File: config.mk
export PLATFORM = sky130hd
export DESIGN_NAME = bresenham_line_rasterizer_core_flat
export DESIGN_NICKNAME = d
export VERILOG_FILES = /design/src/rtl/core/blr_pkg.sv /design/src/rtl/core/blr_if.sv /design/src/rtl/core/blr_step.sv /design/src/rtl/core/bresenham_line_rasterizer_core.sv /design/src/flat_wrapper.sv
export SDC_FILE = /design/constraint.sdc
export NUM_CORES = 1
export LEC_CHECK = 0
export BUFFER_PORTS_ARGS = -buffer_cell sky130_fd_sc_hd__buf_2
export CORE_UTILIZATION = 52
export CTS_CLUSTER_SIZE = 10
export DETAILED_ROUTE_END_ITERATION = 8
export PLACE_DENSITY = 0.76
export SYNTH_ARGS = -nofsm -noshare
export SYNTH_HDL_FRONTEND = slang
export SYNTH_HIERARCHICAL = 1
export SYNTH_SLANG_ARGS = --single-unit
File: constraint.sdc
create_clock -name clk_i -period 23 [get_ports clk_i]
set_clock_uncertainty 0.2 [all_clocks]
set_input_delay 1.15 -clock clk_i [delete_from_list [all_inputs] [get_ports clk_i]]
set_output_delay 1.15 -clock clk_i [all_outputs]
set_load 0.01 [all_outputs]
File: src/rtl/core/blr_pkg.sv
// Shared types and constants for the Bresenham line rasterizer.
// No dependencies; every other file of the block imports this package.
`timescale 1ns / 1ps
`default_nettype none

package blr_pkg;

  localparam int unsigned CoordBits = 11;
  localparam int unsigned ColorBits = 16;

  typedef enum logic {
    CMD_START = 1'b0,
    CMD_NEXT  = 1'b1
  } cmd_e;

  typedef struct packed {
    logic x_decrement;
    logic y_decrement;
    logic x_major;
  } dir_t;

endpackage

`default_nettype wire

File: src/rtl/core/blr_if.sv
// Valid/ready channel interfaces: command beats in, pixel beats out.
// Depends on blr_pkg for the default coordinate and color widths.
`timescale 1ns / 1ps
`default_nettype none

interface blr_cmd_if #(
  parameter int unsigned COORD_BITS = blr_pkg::CoordBits
);
  import blr_pkg::*;

  logic                  valid;
  logic                  ready;
  logic                  command;
  logic [COORD_BITS-1:0] x_start;
  logic [COORD_BITS-1:0] y_start;
  logic [COORD_BITS-1:0] x_end;
  logic [COORD_BITS-1:0] y_end;
  logic [ColorBits-1:0]  color;

  modport source (
    output valid, command, x_start, y_start, x_end, y_end, color,
    input  ready
  );

  modport sink (
    input  valid, command, x_start, y_start, x_end, y_end, color,
    output ready
  );
endinterface

interface blr_pix_if #(
  parameter int unsigned COORD_BITS = blr_pkg::CoordBits
);
  import blr_pkg::*;

  logic                  valid;
  logic                  ready;
  logic [COORD_BITS-1:0] pixel_x;
  logic [COORD_BITS-1:0] pixel_y;
  logic [ColorBits-1:0]  pixel_color;
  logic                  last;

  modport source (
    output valid, pixel_x, pixel_y, pixel_color, last,
    input  ready
  );

  modport sink (
    input  valid, pixel_x, pixel_y, pixel_color, last,
    output ready
  );
endinterface

`default_nettype wire

File: src/rtl/core/blr_step.sv
// One Bresenham step: line setup on start, pixel emission and state advance.
// Purely combinational; depends on blr_pkg for dir_t, cmd_e and ColorBits.
`timescale 1ns / 1ps
`default_nettype none

module blr_step #(
  parameter int unsigned COORD_BITS = blr_pkg::CoordBits
) (
  input  logic                    command_i,
  input  logic [COORD_BITS-1:0]   x_start_i,
  input  logic [COORD_BITS-1:0]   y_start_i,
  input  logic [COORD_BITS-1:0]   x_end_i,
  input  logic [COORD_BITS-1:0]   y_end_i,
  input  logic [blr_pkg::ColorBits-1:0] color_i,
  input  logic                    busy_i,
  input  logic [COORD_BITS-1:0]   cur_x_i,
  input  logic [COORD_BITS-1:0]   cur_y_i,
  input  logic signed [COORD_BITS+1:0] err_i,
  input  logic [COORD_BITS-1:0]   abs_dx_i,
  input  logic [COORD_BITS-1:0]   abs_dy_i,
  input  blr_pkg::dir_t           dir_i,
  input  logic [COORD_BITS:0]     pixels_left_i,
  input  logic [blr_pkg::ColorBits-1:0] line_color_i,
  output logic                    emit_o,
  output logic [COORD_BITS-1:0]   pixel_x_o,
  output logic [COORD_BITS-1:0]   pixel_y_o,
  output logic [blr_pkg::ColorBits-1:0] pixel_color_o,
  output logic                    last_o,
  output logic                    busy_o,
  output logic [COORD_BITS-1:0]   cur_x_o,
  output logic [COORD_BITS-1:0]   cur_y_o,
  output logic signed [COORD_BITS+1:0] err_o,
  output logic [COORD_BITS-1:0]   abs_dx_o,
  output logic [COORD_BITS-1:0]   abs_dy_o,
  output blr_pkg::dir_t           dir_o,
  output logic [COORD_BITS:0]     pixels_left_o,
  output logic [blr_pkg::ColorBits-1:0] line_color_o
);
  import blr_pkg::*;

  localparam int unsigned ErrBits = COORD_BITS + 2;
  localparam int unsigned CntBits = COORD_BITS + 1;

  logic                      start;
  dir_t                      new_dir;
  logic [COORD_BITS-1:0]     new_dx;
  logic [COORD_BITS-1:0]     new_dy;
  logic [COORD_BITS-1:0]     new_major;
  logic [COORD_BITS-1:0]     new_minor;
  logic signed [ErrBits-1:0] new_err;

  dir_t                      dir;
  logic [COORD_BITS-1:0]     major;
  logic [COORD_BITS-1:0]     minor;
  logic signed [ErrBits-1:0] err;
  logic [CntBits-1:0]        left;
  logic                      err_pos;
  logic                      step_x;
  logic                      step_y;
  logic signed [ErrBits-1:0] err_sub;

  // line setup
  always_comb begin
    start                   = (command_i == CMD_START);
    new_dir.x_decrement     = x_end_i < x_start_i;
    new_dir.y_decrement     = y_end_i < y_start_i;
    new_dx    = new_dir.x_decrement ? x_start_i - x_end_i : x_end_i - x_start_i;
    new_dy    = new_dir.y_decrement ? y_start_i - y_end_i : y_end_i - y_start_i;
    new_dir.x_major         = new_dx >= new_dy;
    new_major = new_dir.x_major ? new_dx : new_dy;
    new_minor = new_dir.x_major ? new_dy : new_dx;
    new_err   = $signed({2'b00, new_minor}) - $signed({3'b000, new_major[COORD_BITS-1:1]});
  end

  // select fresh setup on start, held line otherwise
  always_comb begin
    emit_o        = start || busy_i;
    pixel_x_o     = start ? x_start_i : cur_x_i;
    pixel_y_o     = start ? y_start_i : cur_y_i;
    pixel_color_o = start ? color_i   : line_color_i;
    abs_dx_o      = start ? new_dx    : abs_dx_i;
    abs_dy_o      = start ? new_dy    : abs_dy_i;
    dir           = start ? new_dir   : dir_i;
    err           = start ? new_err   : err_i;
    left          = start ? {1'b0, new_major} + CntBits'(1) : pixels_left_i;
    line_color_o  = pixel_color_o;
    dir_o         = dir;
  end

  // advance after the emitted pixel
  always_comb begin
    major         = dir.x_major ? abs_dx_o : abs_dy_o;
    minor         = dir.x_major ? abs_dy_o : abs_dx_o;
    last_o        = (left == CntBits'(1));
    pixels_left_o = left - CntBits'(1);
    busy_o        = (pixels_left_o != '0);
    err_pos       = !err[ErrBits-1] && (err != '0);
    step_x        = dir.x_major || err_pos;
    step_y        = !dir.x_major || err_pos;
    cur_x_o       = pixel_x_o;
    cur_y_o       = pixel_y_o;
    if (step_x) begin
      cur_x_o = dir.x_decrement ? pixel_x_o - COORD_BITS'(1) : pixel_x_o + COORD_BITS'(1);
    end
    if (step_y) begin
      cur_y_o = dir.y_decrement ? pixel_y_o - COORD_BITS'(1) : pixel_y_o + COORD_BITS'(1);
    end
    err_sub = err_pos ? $signed({2'b00, major}) : '0;
    err_o   = err - err_sub + $signed({2'b00, minor});
  end

endmodule

`default_nettype wire

File: src/rtl/core/bresenham_line_rasterizer_core.sv
// Bresenham line rasterizer top level: command register, step logic, pixel register.
// Depends on blr_pkg, blr_cmd_if / blr_pix_if and blr_step.
//
//   channel  dir  modport  beat
//   cmd      in   sink     start a line (emits first pixel) or ask for the next pixel
//   pix      out  source   one pixel: column, row, color, last flag
//
// One command beat per cycle sustained while pix.ready stays high.
// The command register feeds blr_step, whose result lands in the pixel register;
// line state updates in the same edge, so consecutive commands chain without bubbles.
// Reset clears both valid bits and the busy flag; a next command while idle emits nothing.
// pix.ready low holds a valid pixel and any waiting command; cmd.ready drops only if a command waits.
`timescale 1ns / 1ps
`default_nettype none

module bresenham_line_rasterizer_core #(
  parameter int unsigned COORD_BITS = blr_pkg::CoordBits
) (
  input  logic      clk_i,
  input  logic      rst_ni,
  blr_cmd_if.sink   cmd,
  blr_pix_if.source pix
);
  import blr_pkg::*;

  localparam int unsigned ErrBits = COORD_BITS + 2;
  localparam int unsigned CntBits = COORD_BITS + 1;

  // command register
  logic                  cmd_valid_q;
  logic                  command_q;
  logic [COORD_BITS-1:0] x_start_q, y_start_q, x_end_q, y_end_q;
  logic [ColorBits-1:0]  color_q;

  // line state
  logic                      busy_q, busy_d;
  logic [COORD_BITS-1:0]     cur_x_q, cur_x_d, cur_y_q, cur_y_d;
  logic signed [ErrBits-1:0] err_q, err_d;
  logic [COORD_BITS-1:0]     abs_dx_q, abs_dx_d, abs_dy_q, abs_dy_d;
  dir_t                      dir_q, dir_d;
  logic [CntBits-1:0]        pixels_left_q, pixels_left_d;
  logic [ColorBits-1:0]      line_color_q, line_color_d;

  // pixel register
  logic                  pix_valid_q;
  logic [COORD_BITS-1:0] pixel_x_q, pixel_x_d, pixel_y_q, pixel_y_d;
  logic [ColorBits-1:0]  pixel_color_q, pixel_color_d;
  logic                  last_q, last_d;

  logic emit;
  logic out_free;
  logic advance;

  assign out_free  = !pix_valid_q || pix.ready;
  assign advance   = cmd_valid_q && out_free;
  assign cmd.ready = !cmd_valid_q || out_free;

  blr_step #(
    .COORD_BITS(COORD_BITS)
  ) u_step (
    .command_i     (command_q),
    .x_start_i     (x_start_q),
    .y_start_i     (y_start_q),
    .x_end_i       (x_end_q),
    .y_end_i       (y_end_q),
    .color_i       (color_q),
    .busy_i        (busy_q),
    .cur_x_i       (cur_x_q),
    .cur_y_i       (cur_y_q),
    .err_i         (err_q),
    .abs_dx_i      (abs_dx_q),
    .abs_dy_i      (abs_dy_q),
    .dir_i         (dir_q),
    .pixels_left_i (pixels_left_q),
    .line_color_i  (line_color_q),
    .emit_o        (emit),
    .pixel_x_o     (pixel_x_d),
    .pixel_y_o     (pixel_y_d),
    .pixel_color_o (pixel_color_d),
    .last_o        (last_d),
    .busy_o        (busy_d),
    .cur_x_o       (cur_x_d),
    .cur_y_o       (cur_y_d),
    .err_o         (err_d),
    .abs_dx_o      (abs_dx_d),
    .abs_dy_o      (abs_dy_d),
    .dir_o         (dir_d),
    .pixels_left_o (pixels_left_d),
    .line_color_o  (line_color_d)
  );

  always_ff @(posedge clk_i or negedge rst_ni) begin
    if (!rst_ni) begin
      cmd_valid_q <= 1'b0;
      pix_valid_q <= 1'b0;
      busy_q      <= 1'b0;
    end else begin
      if (cmd.ready) begin
        cmd_valid_q <= cmd.valid;
      end
      if (out_free) begin
        pix_valid_q <= advance && emit;
      end
      if (advance && emit) begin
        busy_q <= busy_d;
      end
    end
  end

  always_ff @(posedge clk_i) begin
    if (cmd.valid && cmd.ready) begin
      command_q <= cmd.command;
      x_start_q <= cmd.x_start;
      y_start_q <= cmd.y_start;
      x_end_q   <= cmd.x_end;
      y_end_q   <= cmd.y_end;
      color_q   <= cmd.color;
    end
    if (advance && emit) begin
      cur_x_q       <= cur_x_d;
      cur_y_q       <= cur_y_d;
      err_q         <= err_d;
      abs_dx_q      <= abs_dx_d;
      abs_dy_q      <= abs_dy_d;
      dir_q         <= dir_d;
      pixels_left_q <= pixels_left_d;
      line_color_q  <= line_color_d;
      pixel_x_q     <= pixel_x_d;
      pixel_y_q     <= pixel_y_d;
      pixel_color_q <= pixel_color_d;
      last_q        <= last_d;
    end
  end

  assign pix.valid       = pix_valid_q;
  assign pix.pixel_x     = pixel_x_q;
  assign pix.pixel_y     = pixel_y_q;
  assign pix.pixel_color = pixel_color_q;
  assign pix.last        = last_q;

endmodule

`default_nettype wire

File: src/flat_wrapper.sv
// flat-port wrapper written by rule: the top's interface ports become plain ports
module bresenham_line_rasterizer_core_flat import blr_pkg::*;
#(
  parameter int unsigned COORD_BITS = blr_pkg::CoordBits
)
  (clk_i, rst_ni, cmd_valid, cmd_command, cmd_x_start, cmd_y_start, cmd_x_end, cmd_y_end, cmd_color, cmd_ready, pix_valid, pix_pixel_x, pix_pixel_y, pix_pixel_color, pix_last, pix_ready);
  blr_cmd_if #(.COORD_BITS(COORD_BITS)) cmd_i ();
  blr_pix_if #(.COORD_BITS(COORD_BITS)) pix_i ();
  input  logic clk_i;
  input  logic rst_ni;
  input wire logic [$bits(cmd_i.valid)-1:0] cmd_valid;
  input wire logic [$bits(cmd_i.command)-1:0] cmd_command;
  input wire logic [$bits(cmd_i.x_start)-1:0] cmd_x_start;
  input wire logic [$bits(cmd_i.y_start)-1:0] cmd_y_start;
  input wire logic [$bits(cmd_i.x_end)-1:0] cmd_x_end;
  input wire logic [$bits(cmd_i.y_end)-1:0] cmd_y_end;
  input wire logic [$bits(cmd_i.color)-1:0] cmd_color;
  output wire logic [$bits(cmd_i.ready)-1:0] cmd_ready;
  output wire logic [$bits(pix_i.valid)-1:0] pix_valid;
  output wire logic [$bits(pix_i.pixel_x)-1:0] pix_pixel_x;
  output wire logic [$bits(pix_i.pixel_y)-1:0] pix_pixel_y;
  output wire logic [$bits(pix_i.pixel_color)-1:0] pix_pixel_color;
  output wire logic [$bits(pix_i.last)-1:0] pix_last;
  input wire logic [$bits(pix_i.ready)-1:0] pix_ready;
  assign cmd_i.valid = cmd_valid;
  assign cmd_i.command = cmd_command;
  assign cmd_i.x_start = cmd_x_start;
  assign cmd_i.y_start = cmd_y_start;
  assign cmd_i.x_end = cmd_x_end;
  assign cmd_i.y_end = cmd_y_end;
  assign cmd_i.color = cmd_color;
  assign cmd_ready = cmd_i.ready;
  assign pix_valid = pix_i.valid;
  assign pix_pixel_x = pix_i.pixel_x;
  assign pix_pixel_y = pix_i.pixel_y;
  assign pix_pixel_color = pix_i.pixel_color;
  assign pix_last = pix_i.last;
  assign pix_i.ready = pix_ready;
  bresenham_line_rasterizer_core #(.COORD_BITS(COORD_BITS)) u_core (.clk_i(clk_i), .rst_ni(rst_ni), .cmd(cmd_i), .pix(pix_i));
endmodule
==> impl_metrics.toml <==
[power]
clkPwrFrac_pct = 15.1
vdd_ir_drop_max_uv = 119.0
leakagePower_nw = 5.907
power_switching_share_pct = 42.21
internal-power_w = 0.001174
power.net_switching_w = 0.0008576
power.density_nw_per_um2 = 143.5
p_comb_share_pct = 58.6
pwr-share-seq_pct = 26.4

[global_route]
grt_pass1_vias = 9145
grt_max_degree = 78
gr-total-overflow = 0
grt_pass1_wl_um = 45730
antenna_found_initial = 0
track_usage_pct = 22.67

[synth]
synth.most_common_cell = "edfxtp_1"
ys_seq_area_share_pct = 44.68
ys.flop_type = "edfxtp_1"
async_flop_share_pct = 1.571
synthCells = 1211
synthesis.area_um2 = 12800
synth-seq-cells = 191
yosysTopAreaCell = "edfxtp_1"
yosys_warnings = 6
synth_edf_count = 188
synth_area_per_cell_um2 = 10.57
syn_nets = 1392
synth_common_cells = "edfxtp_1, inv_1, ha_1"
synth.top_cell.area_share_pct = 44.09
synth_cell_types = 87
ys_top_cells_by_area = "edfxtp_1, ha_1, o21ai_0, inv_1, nand2_1"

[outcome]
status = "finished, final reports clean"

[finish]
nNetsFinal = 1474
antenna_cells = 0
final_util_pct = 58.41
drive_above_1_share_pct = 16.62
syn2layout_area_growth_pct = 10.61
fillers = 2027

[critical_path]
worstSetupStartpointType = "register"
required_ps = 22990
critPathMaxStageDelay_ps = 800
crit_type = "register to register"
slowest_stage = "o21a_1"
crit_arrival_ps = 11420
crit_top_cell = "o21ai_0"
crit_fanout = 25
cp-end-kind = "register"

[sta]
rsz0062_at_grt = "no"
setup_viol = 0
hold_viol = 0
finalSetupTns_ps = 0
drv_slew = 0
fin_crit_sh_pct = 49.68
slew_headroom_pct = 32.23
worst_pin_slew_ps = 1017
fin_crit_ps = 11430
fmax_mhz = 87.51

[placement]
dp_hpwl_um = 20080
port_buffers = 105
place_congestion = 0.8997

[routing]
drc = 0
wl_per_cell_um = 17.14
dr_total_vias = 9207
initialDrtViolationCount = 622
ant_nets = 0
vias_per_cell = 5.648
routed_wl_um = 27930
first_pass_iters = 5

[floorplanning]
die_height_um = 158.9
placementRows = 57
ios = 106
initial_core_util_pct = 52.80
dieArea_um2 = 25250
core_area_um2 = 24250
die_x_um = 158.9

[cts]
clock_latency_ps = 440
cts_buffers = 17
post_cts_buffers = 0
clk_pin_slew_worst_paths_ps = 70
cts.repair.resized = 0
cts_sinks = 191
clock_path_buffers = 2
cts_root_buffer = "clkbuf_16"
clock_tree.htree_level_count = 4
cts_tree = "done"
hold_buffers = 0

[flow_run]
maxCapViolCount = 0

[min_path]
hp-class = "primary input to async pin"
[final cells by class]
class | instances | area, µm² | area share, %
Sequential cell | 191 | 5720 | 40.39
Multi-Input combinational cell | 849 | 6366 | 44.95
Clock buffer | 18 | 429.2 | 3.030
Tap cell | 324 | 405.4 | 2.862
Clock inverter | 14 | 190.2 | 1.343
Timing Repair Buffer | 116 | 608.1 | 4.294
Inverter | 118 | 442.9 | 3.127
[critical path, delay by kind of cell (launching register included)]
family | cells | cell delay [ps]
flip-flops | 1 | 410
multiplexers | 1 | 290
adder cells (fa/ha/maj) | 6 | 2480
XOR/XNOR | 2 | 300
AO/OA/AOI/OAI | 19 | 4750
AND/OR/NAND/NOR | 10 | 2250
buffers and inverters | 3 | 480
[layout by cell type, fill, tap and decap left out, types with 4 or more instances in the layout]
cell type,instances
edfxtp_1,188
inv_1,115
buf_2,105
ha_1,98
nand2_1,97
o21ai_0,88
nor2_1,67
a21oi_1,55
xnor2_1,37
nor3_1,32
mux2i_1,29
mux2_2,28
a21o_1,24
nand2b_1,21
o21a_1,20
fa_1,18
clkbuf_16,17
nor2b_1,16
xor2_1,16
and2_1,15
buf_4,11
nand4_1,11
nand3_1,10
o211ai_1,9
a21boi_0,9
mux2_1,9
or3_1,8
nor4_1,8
and3_1,7
a31oi_1,7
a211oi_1,6
or2_2,6
clkinv_8,5
o21ai_1,5
o31ai_1,5
a32oi_1,5
nor3b_1,5
inv_6,4
o31a_1,4
[layer usage]
layer	part of all wire (%)	vias to the layer above	global-route usage (%)
li1	-	4505	-
met1	46	4375	31.01
met2	47	295	36.86
met3	5.9	32	4.075
met4	1.7	0	6.687
met5	0	-	0
[power by group through the flow]
stage | logic [W] | registers (W) | clock network (W)
6_report | 0.00119 | 0.000536 | 0.000306
5_1_grt | 0.00134 | 0.000542 | 0.000324
4_1_cts | 0.00118 | 0.000536 | 0.000312
3_5_place_dp | 0.00117 | 0.000543 | 0
3_3_place_gp | 0.00114 | 0.000542 | 0
2_1_floorplan | 0.000917 | 0.000544 | 0
[path summary, 6_finish.rpt]
check                                     from                 end  slack (ps)  cells past startpoint
min reg2reg                      u_core/busy_q       u_core/busy_q         310                      1
max reg2reg                u_core/y_start_q[0]    u_core/err_q[12]       11570                     41
min in group clk_i               u_core/busy_q       u_core/busy_q         310                      1
max                        u_core/y_start_q[0]    u_core/err_q[12]       11570                     41
max in group asynchronous               rst_ni       u_core/busy_q       22200                      1
min                                     rst_ni  u_core/cmd_valid_q         290                      1
[metrics by stage]
stage	hold WS, ps	cell area (µm²)	std cells	power, W	worst slack, ps
after floorplan	273.0	12800	1211	0.001461	13250
after global placement	291.8	13540	1598	0.001681	12120
after detailed placement	296.5	13540	1598	0.001708	11750
after CTS	282.7	14160	1630	0.002029	11640
after global routing	284.3	14160	1630	0.002204	10740
final	292.9	14160	1630	0.002032	11570
[state kept, by name (all words and copies together), names as in the netlist, 12 cells and up]
signal and count:
u_core/err_q 13, u_core/pix.pixel_color 16, u_core/pixels_left_q 12, u_core/color_q 16
u_core/line_color_q 16
[cell families (layout without fill, tap and decap cells)]
logic type	count (synthesis)	in the layout	share of synthesized area, %
compound gates	282	282	14.57
xor+xnor	54	54	3.753
fa+ha+maj	116	116	12.39
buf+inv	171	266	5.648
flops	191	191	44.68
mux	69	69	5.873
simple gates	328	328	13.09
No activity file was read; power rests on OpenSTA's default activity.
